===== config.mk =====
export PLATFORM = sky130hd
export DESIGN_NAME = sd_spi_host_sequencer_core
export DESIGN_NICKNAME = d
export VERILOG_FILES = /design/src/design/sdsq_pkg.sv /design/src/design/sdsq_front.sv /design/src/design/sdsq_back.sv /design/src/design/sd_spi_host_sequencer_core.sv
export SDC_FILE = /design/constraint.sdc
export NUM_CORES = 1
export LEC_CHECK = 0
export BUFFER_PORTS_ARGS = -buffer_cell sky130_fd_sc_hd__buf_2
export CAP_MARGIN = 10
export CORE_ASPECT_RATIO = 1.75
export CORE_UTILIZATION = 65
export DETAILED_ROUTE_END_ITERATION = 8
export GPL_TIMING_DRIVEN = 0
export PLACE_DENSITY = 0.95
export RECOVER_POWER = 50
export SETUP_SLACK_MARGIN = 0.3
export SYNTH_ARGS = -nofsm -noshare
export SYNTH_HDL_FRONTEND = slang
export SYNTH_SLANG_ARGS = --single-unit

===== constraint.sdc =====
create_clock -name clk -period 14.1 [get_ports clk]
set_input_delay 2.115 -clock clk [delete_from_list [all_inputs] [get_ports clk]]
set_output_delay 2.115 -clock clk [all_outputs]
set_load 0.02 [all_outputs]

===== src/design/sdsq_pkg.sv =====
// sd spi host sequencer package: phases, status codes, command codes, result struct
// no dependencies
package sdsq_pkg;

  localparam int BLOCK_BYTES_DEF = 512;
  localparam int BUSY_POLL_LIMIT_DEF = 255;
  localparam logic [15:0] TIMEOUT_RESET = 16'd1000;

  localparam logic [1:0] OP_INIT  = 2'd0;
  localparam logic [1:0] OP_READ  = 2'd1;
  localparam logic [1:0] OP_WRITE = 2'd2;
  localparam logic [1:0] OP_BYTE  = 2'd3;

  localparam logic [3:0] ST_OK        = 4'd0;
  localparam logic [3:0] ST_TIMEOUT   = 4'd1;
  localparam logic [3:0] ST_NO_IDLE   = 4'd2;
  localparam logic [3:0] ST_UNKNOWN   = 4'd3;
  localparam logic [3:0] ST_ACMD_FAIL = 4'd4;
  localparam logic [3:0] ST_CMD58     = 4'd5;
  localparam logic [3:0] ST_UNSUPP    = 4'd6;
  localparam logic [3:0] ST_BLOCK     = 4'd7;
  localparam logic [3:0] ST_WR_REJECT = 4'd8;
  localparam logic [3:0] ST_WR_STATUS = 4'd9;

  localparam logic [1:0] CARD_NONE = 2'd0;
  localparam logic [1:0] CARD_SD1  = 2'd1;
  localparam logic [1:0] CARD_SD2  = 2'd2;
  localparam logic [1:0] CARD_SDHC = 2'd3;

  localparam logic [5:0] CMD0  = 6'd0;
  localparam logic [5:0] CMD8  = 6'd8;
  localparam logic [5:0] CMD13 = 6'd13;
  localparam logic [5:0] CMD17 = 6'd17;
  localparam logic [5:0] CMD24 = 6'd24;
  localparam logic [5:0] CMD55 = 6'd55;
  localparam logic [5:0] CMD58 = 6'd58;
  localparam logic [5:0] ACMD41 = 6'h29;

  typedef enum logic [13:0] {
    PH_IDLE       = 14'b00000000000001,
    PH_CMD_READY  = 14'b00000000000010,
    PH_CMD_SEND   = 14'b00000000000100,
    PH_CMD_RESP   = 14'b00000000001000,
    PH_R7_TAIL    = 14'b00000000010000,
    PH_OCR        = 14'b00000000100000,
    PH_TOKEN_WAIT = 14'b00000001000000,
    PH_READ_DATA  = 14'b00000010000000,
    PH_WR_TOKEN   = 14'b00000100000000,
    PH_WR_DATA    = 14'b00001000000000,
    PH_WR_CRC     = 14'b00010000000000,
    PH_WR_RESP    = 14'b00100000000000,
    PH_WR_BUSY    = 14'b01000000000000,
    PH_CMD13_TAIL = 14'b10000000000000
  } phase_t;

  // classified item handed from front to back
  typedef struct packed {
    logic        is_req;
    logic [1:0]  opcode;
    logic        do_init;
    logic [31:0] block_address;
    logic [7:0]  rx_byte;
    logic [7:0]  write_byte;
  } item_t;

  typedef struct packed {
    logic       transfer_request;
    logic [7:0] tx_byte;
    logic       link_init;
    logic       write_byte_taken;
    logic       read_valid;
    logic [7:0] read_byte;
    logic       done_res;
    logic [3:0] status;
    logic [1:0] card_type;
  } result_t;

endpackage


===== src/design/sdsq_front.sv =====
// front end: accepts request and byte beats, classifies them, holds a two-entry queue
// depends on sdsq_pkg
module sdsq_front import sdsq_pkg::*; (
  input  logic        clk,
  input  logic        rst,
  input  logic        push,
  output logic        full,
  input  logic [1:0]  opcode,
  input  logic [31:0] block_address,
  input  logic        link_timed_out,
  input  logic [7:0]  rx_byte,
  input  logic [7:0]  write_byte,
  output logic        item_valid,
  output item_t       item,
  input  logic        item_take
);

  item_t      q [2];
  logic       wr_ptr, rd_ptr;
  logic [1:0] count;
  item_t      incoming;

  always_comb begin
    incoming.is_req        = (opcode != OP_BYTE);
    incoming.opcode        = opcode;
    incoming.do_init       = (opcode == OP_INIT) || link_timed_out;
    incoming.block_address = block_address;
    incoming.rx_byte       = rx_byte;
    incoming.write_byte    = write_byte;
  end

  assign full       = (count == 2'd2);
  assign item_valid = (count != 2'd0);
  assign item       = q[rd_ptr];

  logic do_push, do_pop;
  assign do_push = push && !full;
  assign do_pop  = item_take && item_valid;

  always_ff @(posedge clk) begin
    if (do_push) q[wr_ptr] <= incoming;
  end

  always_ff @(posedge clk) begin
    if (rst) begin
      wr_ptr <= 1'b0;
      rd_ptr <= 1'b0;
      count  <= 2'd0;
    end else begin
      if (do_push) wr_ptr <= ~wr_ptr;
      if (do_pop) rd_ptr <= ~rd_ptr;
      count <= count + {1'b0, do_push} - {1'b0, do_pop};
    end
  end

endmodule


===== src/design/sdsq_back.sv =====
// back end: sequencer state machine plus output queue of results
// depends on sdsq_pkg
module sdsq_back import sdsq_pkg::*; #(
  parameter int BLOCK_BYTES = BLOCK_BYTES_DEF,
  parameter int BUSY_POLL_LIMIT = BUSY_POLL_LIMIT_DEF
) (
  input  logic        clk,
  input  logic        rst,
  input  logic        cfg_we,
  input  logic [15:0] cfg_wdata,
  input  logic        item_valid,
  input  item_t       item,
  output logic        item_take,
  output logic        res_valid,
  output result_t     res,
  input  logic        res_take
);

  localparam logic [15:0] BLK = 16'(BLOCK_BYTES);
  localparam logic [15:0] BPL = 16'(BUSY_POLL_LIMIT);

  logic [15:0] timeout_limit;
  phase_t      phase, phase_next;
  logic [15:0] byte_counter, byte_counter_next;
  logic [15:0] retry_counter, retry_counter_next;
  logic [47:0] command_shift, command_shift_next;
  logic [5:0]  current_command, current_command_next;
  logic [1:0]  pending_request, pending_request_next;
  logic [31:0] saved_address, saved_address_next;
  logic [1:0]  card_kind, card_kind_next;
  logic [3:0]  last_error, last_error_next;
  result_t     r;

  // output queue
  result_t    oq [2];
  logic       owr, ord;
  logic [1:0] ocount;

  assign item_take = item_valid && (ocount != 2'd2);
  assign res_valid = (ocount != 2'd0);
  assign res       = oq[ord];

  logic [15:0] bc_sat;
  assign bc_sat = (byte_counter != 16'hFFFF) ? byte_counter + 16'd1 : byte_counter;

  always_comb begin
    logic [5:0]  cmd;
    logic [31:0] arg;
    logic        go_cmd, go_rw, go_init_done, go_fin, go_acmd;
    logic [3:0]  fin_code;
    logic [7:0]  rx;
    logic [7:0]  crc;
    logic [15:0] rc;
    phase_next           = phase;
    byte_counter_next    = byte_counter;
    retry_counter_next   = retry_counter;
    command_shift_next   = command_shift;
    current_command_next = current_command;
    pending_request_next = pending_request;
    saved_address_next   = saved_address;
    card_kind_next       = card_kind;
    last_error_next      = last_error;
    cmd = CMD0; arg = 32'd0;
    go_cmd = 1'b0; go_rw = 1'b0; go_init_done = 1'b0; go_fin = 1'b0; go_acmd = 1'b0;
    fin_code = ST_OK;
    rx = item.rx_byte;
    crc = 8'hFF;
    rc = 16'd0;
    r = '0;
    r.tx_byte = 8'hFF;

    if (item.is_req) begin
      last_error_next      = ST_OK;
      byte_counter_next    = 16'd0;
      retry_counter_next   = 16'd0;
      pending_request_next = item.opcode;
      saved_address_next   = item.block_address;
      if (item.do_init) begin
        r.link_init = 1'b1;
        go_cmd = 1'b1; cmd = CMD0;
      end else begin
        go_rw = 1'b1;
      end
    end else begin
      unique case (phase)
        PH_IDLE: ;
        PH_CMD_READY: begin
          if (rx == 8'hFF) begin
            phase_next = PH_CMD_SEND;
            byte_counter_next = 16'd0;
            r.transfer_request = 1'b1; r.tx_byte = command_shift[47:40];
          end else begin
            byte_counter_next = bc_sat;
            if (bc_sat >= timeout_limit) begin go_fin = 1'b1; fin_code = ST_TIMEOUT; end
            else r.transfer_request = 1'b1;
          end
        end
        PH_CMD_SEND: begin
          byte_counter_next = byte_counter + 16'd1;
          if (byte_counter_next < 16'd6) begin
            r.transfer_request = 1'b1;
            case (byte_counter_next[2:0])
              3'd1: r.tx_byte = command_shift[39:32];
              3'd2: r.tx_byte = command_shift[31:24];
              3'd3: r.tx_byte = command_shift[23:16];
              3'd4: r.tx_byte = command_shift[15:8];
              default: r.tx_byte = command_shift[7:0];
            endcase
          end else begin
            phase_next = PH_CMD_RESP; byte_counter_next = 16'd0;
            r.transfer_request = 1'b1;
          end
        end
        PH_CMD_RESP: begin
          logic hit;
          hit = 1'b0;
          if (rx[7]) begin
            byte_counter_next = bc_sat;
            hit = (bc_sat >= BPL);
          end
          if (!rx[7] || hit) begin
            case (current_command)
              CMD0: if (rx == 8'h01) begin go_cmd = 1'b1; cmd = CMD8; arg = 32'h1AA; end
                    else begin go_fin = 1'b1; fin_code = ST_NO_IDLE; end
              CMD8: if (rx[2]) begin card_kind_next = CARD_SD1; go_acmd = 1'b1; end
                    else begin
                      phase_next = PH_R7_TAIL; byte_counter_next = 16'd0;
                      r.transfer_request = 1'b1;
                    end
              CMD55: begin
                go_cmd = 1'b1; cmd = ACMD41;
                arg = (card_kind == CARD_SD2) ? 32'h40000000 : 32'd0;
              end
              ACMD41: begin
                if (rx == 8'h00) begin
                  if (card_kind == CARD_SD2) begin go_cmd = 1'b1; cmd = CMD58; end
                  else go_init_done = 1'b1;
                end else begin
                  rc = (retry_counter != 16'hFFFF) ? retry_counter + 16'd1 : retry_counter;
                  retry_counter_next = rc;
                  if (rc >= timeout_limit) begin go_fin = 1'b1; fin_code = ST_ACMD_FAIL; end
                  else begin go_cmd = 1'b1; cmd = CMD55; end
                end
              end
              CMD58: if (rx != 8'h00) begin go_fin = 1'b1; fin_code = ST_CMD58; end
                     else begin
                       phase_next = PH_OCR; byte_counter_next = 16'd0;
                       r.transfer_request = 1'b1;
                     end
              CMD17: if (rx != 8'h00) begin go_fin = 1'b1; fin_code = ST_BLOCK; end
                     else begin
                       phase_next = PH_TOKEN_WAIT; byte_counter_next = 16'd0;
                       r.transfer_request = 1'b1;
                     end
              CMD24: if (rx != 8'h00) begin go_fin = 1'b1; fin_code = ST_BLOCK; end
                     else begin
                       phase_next = PH_WR_TOKEN;
                       r.transfer_request = 1'b1; r.tx_byte = 8'hFE;
                     end
              default: if (rx != 8'h00) begin go_fin = 1'b1; fin_code = ST_WR_STATUS; end
                       else begin
                         phase_next = PH_CMD13_TAIL; r.transfer_request = 1'b1;
                       end
            endcase
          end else begin
            r.transfer_request = 1'b1;
          end
        end
        PH_R7_TAIL: begin
          byte_counter_next = byte_counter + 16'd1;
          if (byte_counter_next < 16'd4) r.transfer_request = 1'b1;
          else if (rx != 8'hAA) begin go_fin = 1'b1; fin_code = ST_UNKNOWN; end
          else begin card_kind_next = CARD_SD2; go_acmd = 1'b1; end
        end
        PH_OCR: begin
          byte_counter_next = byte_counter + 16'd1;
          if (byte_counter_next == 16'd1 && rx[7:6] == 2'b11) card_kind_next = CARD_SDHC;
          if (byte_counter_next < 16'd4) r.transfer_request = 1'b1;
          else go_init_done = 1'b1;
        end
        PH_TOKEN_WAIT: begin
          if (rx == 8'hFF) begin
            byte_counter_next = bc_sat;
            if (bc_sat >= timeout_limit) begin go_fin = 1'b1; fin_code = ST_TIMEOUT; end
            else r.transfer_request = 1'b1;
          end else if (rx != 8'hFE) begin go_fin = 1'b1; fin_code = ST_BLOCK; end
          else begin
            phase_next = PH_READ_DATA; byte_counter_next = 16'd0;
            r.transfer_request = 1'b1;
          end
        end
        PH_READ_DATA: begin
          r.read_valid = 1'b1; r.read_byte = rx;
          byte_counter_next = byte_counter + 16'd1;
          if (byte_counter_next >= BLK) begin go_fin = 1'b1; fin_code = ST_OK; end
          else r.transfer_request = 1'b1;
        end
        PH_WR_TOKEN: begin
          phase_next = PH_WR_DATA; byte_counter_next = 16'd0;
          r.transfer_request = 1'b1; r.tx_byte = item.write_byte;
          r.write_byte_taken = 1'b1;
        end
        PH_WR_DATA: begin
          byte_counter_next = byte_counter + 16'd1;
          r.transfer_request = 1'b1;
          if (byte_counter_next < BLK) begin
            r.tx_byte = item.write_byte; r.write_byte_taken = 1'b1;
          end else begin
            phase_next = PH_WR_CRC; byte_counter_next = 16'd0;
          end
        end
        PH_WR_CRC: begin
          byte_counter_next = byte_counter + 16'd1;
          if (byte_counter_next >= 16'd2) phase_next = PH_WR_RESP;
          r.transfer_request = 1'b1;
        end
        PH_WR_RESP: begin
          if (rx[4:0] != 5'h05) begin go_fin = 1'b1; fin_code = ST_WR_REJECT; end
          else begin
            phase_next = PH_WR_BUSY; byte_counter_next = 16'd0;
            r.transfer_request = 1'b1;
          end
        end
        PH_WR_BUSY: begin
          if (rx == 8'h00) begin
            byte_counter_next = bc_sat;
            if (bc_sat >= timeout_limit) begin go_fin = 1'b1; fin_code = ST_TIMEOUT; end
            else r.transfer_request = 1'b1;
          end else begin go_cmd = 1'b1; cmd = CMD13; end
        end
        PH_CMD13_TAIL: begin
          go_fin = 1'b1;
          fin_code = (rx != 8'h00) ? ST_WR_STATUS : ST_OK;
        end
        default: ;
      endcase
    end

    if (go_acmd) begin
      retry_counter_next = 16'd0;
      go_cmd = 1'b1; cmd = CMD55;
    end
    // init finished: continue into the read/write when one was asked for
    if (go_init_done) begin
      if (pending_request == OP_READ || pending_request == OP_WRITE) go_rw = 1'b1;
      else begin go_fin = 1'b1; fin_code = ST_OK; end
    end
    if (go_rw) begin
      if (card_kind_next != CARD_SDHC) begin go_fin = 1'b1; fin_code = ST_UNSUPP; end
      else begin
        go_cmd = 1'b1;
        cmd = (pending_request_next == OP_READ) ? CMD17 : CMD24;
        arg = saved_address_next;
      end
    end
    if (go_cmd) begin
      if (cmd == CMD0) crc = 8'h95;
      else if (cmd == CMD8) crc = 8'h87;
      command_shift_next   = {2'b01, cmd, arg, crc};
      current_command_next = cmd;
      byte_counter_next    = 16'd0;
      phase_next           = PH_CMD_READY;
      r.transfer_request   = 1'b1;
      r.tx_byte            = 8'hFF;
    end
    if (go_fin) begin
      last_error_next    = fin_code;
      phase_next         = PH_IDLE;
      r.transfer_request = 1'b0;
      r.tx_byte          = 8'hFF;
      r.done_res         = 1'b1;
    end
    r.status    = last_error_next;
    r.card_type = card_kind_next;
  end

  logic opush, opop;
  assign opush = item_take;
  assign opop  = res_take && res_valid;

  always_ff @(posedge clk) begin
    if (opush) oq[owr] <= r;
  end

  always_ff @(posedge clk) begin
    if (rst) begin
      timeout_limit   <= TIMEOUT_RESET;
      phase           <= PH_IDLE;
      byte_counter    <= 16'd0;
      retry_counter   <= 16'd0;
      command_shift   <= 48'd0;
      current_command <= CMD0;
      pending_request <= OP_INIT;
      saved_address   <= 32'd0;
      card_kind       <= CARD_NONE;
      last_error      <= ST_OK;
      owr             <= 1'b0;
      ord             <= 1'b0;
      ocount          <= 2'd0;
    end else begin
      if (cfg_we) timeout_limit <= cfg_wdata;
      if (item_take) begin
        phase           <= phase_next;
        byte_counter    <= byte_counter_next;
        retry_counter   <= retry_counter_next;
        command_shift   <= command_shift_next;
        current_command <= current_command_next;
        pending_request <= pending_request_next;
        saved_address   <= saved_address_next;
        card_kind       <= card_kind_next;
        last_error      <= last_error_next;
      end
      if (opush) owr <= ~owr;
      if (opop) ord <= ~ord;
      ocount <= ocount + {1'b0, opush} - {1'b0, opop};
    end
  end

endmodule


===== src/design/sd_spi_host_sequencer_core.sv =====
// sd card spi-mode host sequencer, top level
// depends on sdsq_pkg, sdsq_front, sdsq_back
//
// input channel: push/full queue; one beat is either a request (init, block read,
// block write) or the report of one exchanged spi byte with rx_byte/write_byte.
// result channel: empty/pop queue; every input beat yields exactly one result beat
// with the next byte to shift, chip select, read data and done/status/card type.
// config: cfg_we/cfg_wdata write timeout_limit (reset 1000), write only while idle.
// a result passes through the front queue, then the sequencer decision is registered
// into the result queue, where it becomes poppable.
// throughput: one beat per cycle while the result queue has room.
// both queues hold two beats; when pop stays low the result queue fills, the
// sequencer stops taking from the front queue, and full rises once that queue holds two.
// reset: synchronous, clears both queues, sequencer idle, card type none, status ok.
module sd_spi_host_sequencer_core import sdsq_pkg::*; #(
  parameter int BLOCK_BYTES = BLOCK_BYTES_DEF,
  parameter int BUSY_POLL_LIMIT = BUSY_POLL_LIMIT_DEF
) (
  input  logic        clk,
  input  logic        rst,
  input  logic        push,
  output logic        full,
  input  logic [1:0]  opcode,
  input  logic [31:0] block_address,
  input  logic        link_timed_out,
  input  logic [7:0]  rx_byte,
  input  logic [7:0]  write_byte,
  output logic        empty,
  input  logic        pop,
  output logic        transfer_request,
  output logic [7:0]  tx_byte,
  output logic        chip_select_low,
  output logic        link_init,
  output logic        write_byte_taken,
  output logic        read_valid,
  output logic [7:0]  read_byte,
  output logic        done_res,
  output logic [3:0]  status,
  output logic [1:0]  card_type,
  input  logic        cfg_we,
  input  logic [15:0] cfg_wdata
);

  logic    item_valid, item_take, res_valid;
  item_t   item;
  result_t res;

  sdsq_front u_front (
    .clk, .rst, .push, .full, .opcode, .block_address, .link_timed_out,
    .rx_byte, .write_byte, .item_valid, .item, .item_take
  );

  sdsq_back #(.BLOCK_BYTES(BLOCK_BYTES), .BUSY_POLL_LIMIT(BUSY_POLL_LIMIT)) u_back (
    .clk, .rst, .cfg_we, .cfg_wdata, .item_valid, .item, .item_take,
    .res_valid, .res, .res_take(pop)
  );

  assign empty            = !res_valid;
  assign transfer_request = res.transfer_request;
  assign tx_byte          = res.tx_byte;
  assign chip_select_low  = res.transfer_request;
  assign link_init        = res.link_init;
  assign write_byte_taken = res.write_byte_taken;
  assign read_valid       = res.read_valid;
  assign read_byte        = res.read_byte;
  assign done_res         = res.done_res;
  assign status           = res.status;
  assign card_type        = res.card_type;

endmodule


==> impl_metrics.toml <==
[synthesis]
yosysSeqAreaShare_pct = 48.7
ys_ff_latch = 312
synth_simple_gate_area_share_pct = 18.4
synth_area_um2 = 16100
synthTopCellsByCount = "220 x nor2_1, 158 x edfxtp_1, 154 x dfxtp_1, 150 x a21oi_1, 133 x nand2_1"
synth_xor_xnor_area_share_pct = 1.85
yosysWarnings = 0
synth_top_area_share_pct = 29.5
yosysUniqueCellTypes = 86
async_flop_share_pct = 0
syn_inst = 1671
synth_mux_area_share_pct = 6.73
synth_top_family_by_area = "simple AND/OR/NAND/NOR gates"
synth-edff-count = 158
synth.area.top_cells = "edfxtp_1 30%, dfxtp_1 19%, nor2_1 5.1%, a21oi_1 4.7%, mux2i_1 4.4%"
yosys.cell_count.top_type = "nor2_1"
avgSynthCellArea_um2 = 9.62
synth_area_leader_cell = "edfxtp_1"
ys.flop_type = "edfxtp_1"
synth_compound_area_share_pct = 17.5
synthesis.nets = 1785
yosys.area_share.adder_pct = 3.27

[global_route]
grt_pass1_wl_um = 80900
grt_max_degree = 43
track_usage_pct = 42.0
globalRouteOverflowTotal = 0
grt_pass1_vias = 14900
antenna_found_initial = 2

[detailed_routing]
first_pass_iters = 6
via_count = 14800
avgViaCountPerCell = 6.92
drtAntennaViolNets = 0
wl_per_cell_um = 24.6
drtIter0Drc = 1845
drcViolationCount = 0
wl_um = 52600

[floorplan]
num_io_pins = 102
dieArea_um2 = 25400
die_x_um = 121
die_h_um = 210
start_util_pct = 66.7
rows = 75
core_area_um2 = 24100

[worst_setup_path]
critPathArrivalTime_ps = 7830
r2r_start = "u_back.retry_counter[3]$_SDFFE_PP0P_"
path_cells = "clkbuf_1 -> and4_1 -> and3_1 -> nand3_1 -> nor3_1 -> nand4_1 -> clkbuf_1 -> nand2b_1 -> nor2_1 -> xor2_1 -> ha_1 -> a21oi_1 -> o21ai_0 -> a2111oi_0 -> o21ai_0 -> a211oi_1 -> o31ai_1 -> o31a_1 -> nor4_1 -> buf_2 -> a32o_1"
crit_required_ps = 14630
end_kind = "flop"
cp_slowest_stage_delay_ps = 1160
crit_fanout = 10
rr_endpoint = "u_back.phase[9]$_SDFFE_PP0P_"
startpoint = "u_back.retry_counter[3]$_SDFFE_PP0P_"
cp-start-kind = "flop"
r2r_slack_ps = 6800
critical_path_class = "reg2reg"
crit_path_end = "u_back.phase[9]$_SDFFE_PP0P_"
reg2regPathDepth = 21
slowest_stage = "a2111oi_0"

[timing]
clock.fmax_ghz = 0.137
worst_slew_pin_slew_ps = 2440
report.final.slew_viol_count = 80
slew_headroom_pct = -62.5
whs_ps = 463
hold_violations = 0
skew_ps = 21.2
post-route-period-util_pct = 51.8
setup_viol = 0
rsz0062_at_grt = "false"
timing.setup.tns_ps = 0
layout_min_cycle_time_ps = 7300
layout_setup_ws_ps = 6800

[cts]
numClockSinks = 312
clk_latency_ps = 580
cts.reportedPaths.clkPinSlew_ps = 70
root_buffer = "clkbuf_16"
htree_levels = 1
cts_tree = "yes"
cts_hold_buf = 0
ctsResizeCount = 0
postCtsSetupRepairBufs = 0
cts_buffer_depth = 3
numCtsBuffers = 28

[min_path]
hold_path.class = "reg2reg"

[final_layout]
final.fill_count = 1597
area_delta_synth_final_pct = 11.4
nets = 1920
drive_gt1_share_pct = 11.5
fin_util_pct = 74.3

[pwr]
power.share.clock_pct = 27.7
p_int_w = 0.00182
finalPower_w = 0.00285
p_seq_share_pct = 42.1
swShare_pct = 36.1
power.density_nw_per_um2 = 159
p_leak_nw = 6.49
peakVddDrop_uv = 158
net-switching-power_w = 0.00103
p_comb_share_pct = 30.2

[placed_design]
pre_cts_ws_ps = 7170
hpwl_um = 37300
placement.io_buffers = 99
gp_congestion = 1.07

[job]
maxCapViolCount = 2

[run_status]
violations = "capacitance limit, slew limit"
status = "finished, violations left"
power groups by stage:
stage | Sequential, W | Clock, W | Combinational, W
6_report | 0.00120 | 0.000789 | 0.000861
5_1_grt | 0.00120 | 0.000821 | 0.000905
4_1_cts | 0.00119 | 0.000782 | 0.000839
3_5_place_dp | 0.00120 | 0 | 0.000817
3_3_place_gp | 0.00120 | 0 | 0.000771
2_1_floorplan | 0.00118 | 0 | 0.000555
per-layer routing:
metal	share of wire, %	routed length [µm]	track usage (%)
met1	33	17600	43.5
met2	49	26000	72.0
met3	7.9	4150	8.47
met4	9.4	4930	35.2
met5	0.025	13	0
sequential cells by signal, summed over array words and instances, names as in the netlist, 4 cells and up, named ones only:
register                flops
u_back.current_command      5
u_front.q                 104
u_back.retry_counter       16
u_back.command_shift       37
u_back.saved_address       32
u_back.phase               14
u_back.timeout_limit       16
u_back.oq                  54
u_back.byte_counter        16
u_back.last_error           4
cells in the final DEF (no fill, tap or decap), types with 15 or more instances in the layout:
cell,n
a211oi_1,21
a21o_1,16
a21oi_1,150
and3_1,15
buf_2,92
clkbuf_1,100
clkbuf_16,28
dfxtp_1,154
edfxtp_1,158
ha_1,42
inv_1,40
mux2_2,32
mux2i_1,71
nand2_1,133
nand3_1,51
nand4_1,22
nor2_1,220
nor2b_1,21
nor3_1,33
nor4_1,15
o21ai_0,79
o2bb2ai_1,28
xnor2_1,24
critical path, delay by kind of cell, from the launching register on:
kind            cells  cell delay [ps]
compound gates      8             2900
simple gates        8             2570
buf+inv             3              930
flops               1              310
fa+ha+maj           1              300
xor+xnor            1              240
per-stage QoR:
step / instances / instance area (µm²)
after floorplan: 1671 / 16100
after global placement: 2078 / 17000
after detailed placement: 2082 / 17000
after CTS: 2134 / 18000
after global routing: 2136 / 17900
final: 2137 / 17900
worst min path at each step:
stage,startpoint,end,slack (ps),cells past startpoint
after floorplan,u_back.command_shift[24]$_SDFFE_PP0P_,u_back.command_shift[24]$_SDFFE_PP0P_,430,1
after global placement,u_back.command_shift[31]$_SDFFE_PP0P_,u_back.command_shift[31]$_SDFFE_PP0P_,440,1
after detailed placement,u_back.command_shift[34]$_SDFFE_PP0P_,u_back.command_shift[34]$_SDFFE_PP0P_,450,1
after CTS,u_back.last_error[2]$_SDFFE_PP0P_,u_back.last_error[2]$_SDFFE_PP0P_,460,2
after global routing,u_back.last_error[2]$_SDFFE_PP0P_,u_back.last_error[2]$_SDFFE_PP0P_,480,2
final,u_back.last_error[2]$_SDFFE_PP0P_,u_back.last_error[2]$_SDFFE_PP0P_,460,2
cells by family after synthesis:
group | Yosys count
xor gates and xnor gates | 34
buffers and inverters | 147
DFF | 312
and+or+nand+nor | 607
AOI/OAI and AO/OA | 425
muxes | 104
adders and majority gates | 42
layout make-up:
cell class	instances	area [µm²]	share of cell area, %
timing repair buffer	105	522	2.91
clock buffer	33	729	4.07
multi-input combinational	1212	7670	42.8
inverter	42	158	0.880
buffer	105	428	2.39
tap	308	385	2.15
clock inverter	19	195	1.09
antenna	1	2.50	0.0140
sequential	312	7830	43.7
No activity file was read; power rests on OpenSTA's default activity.
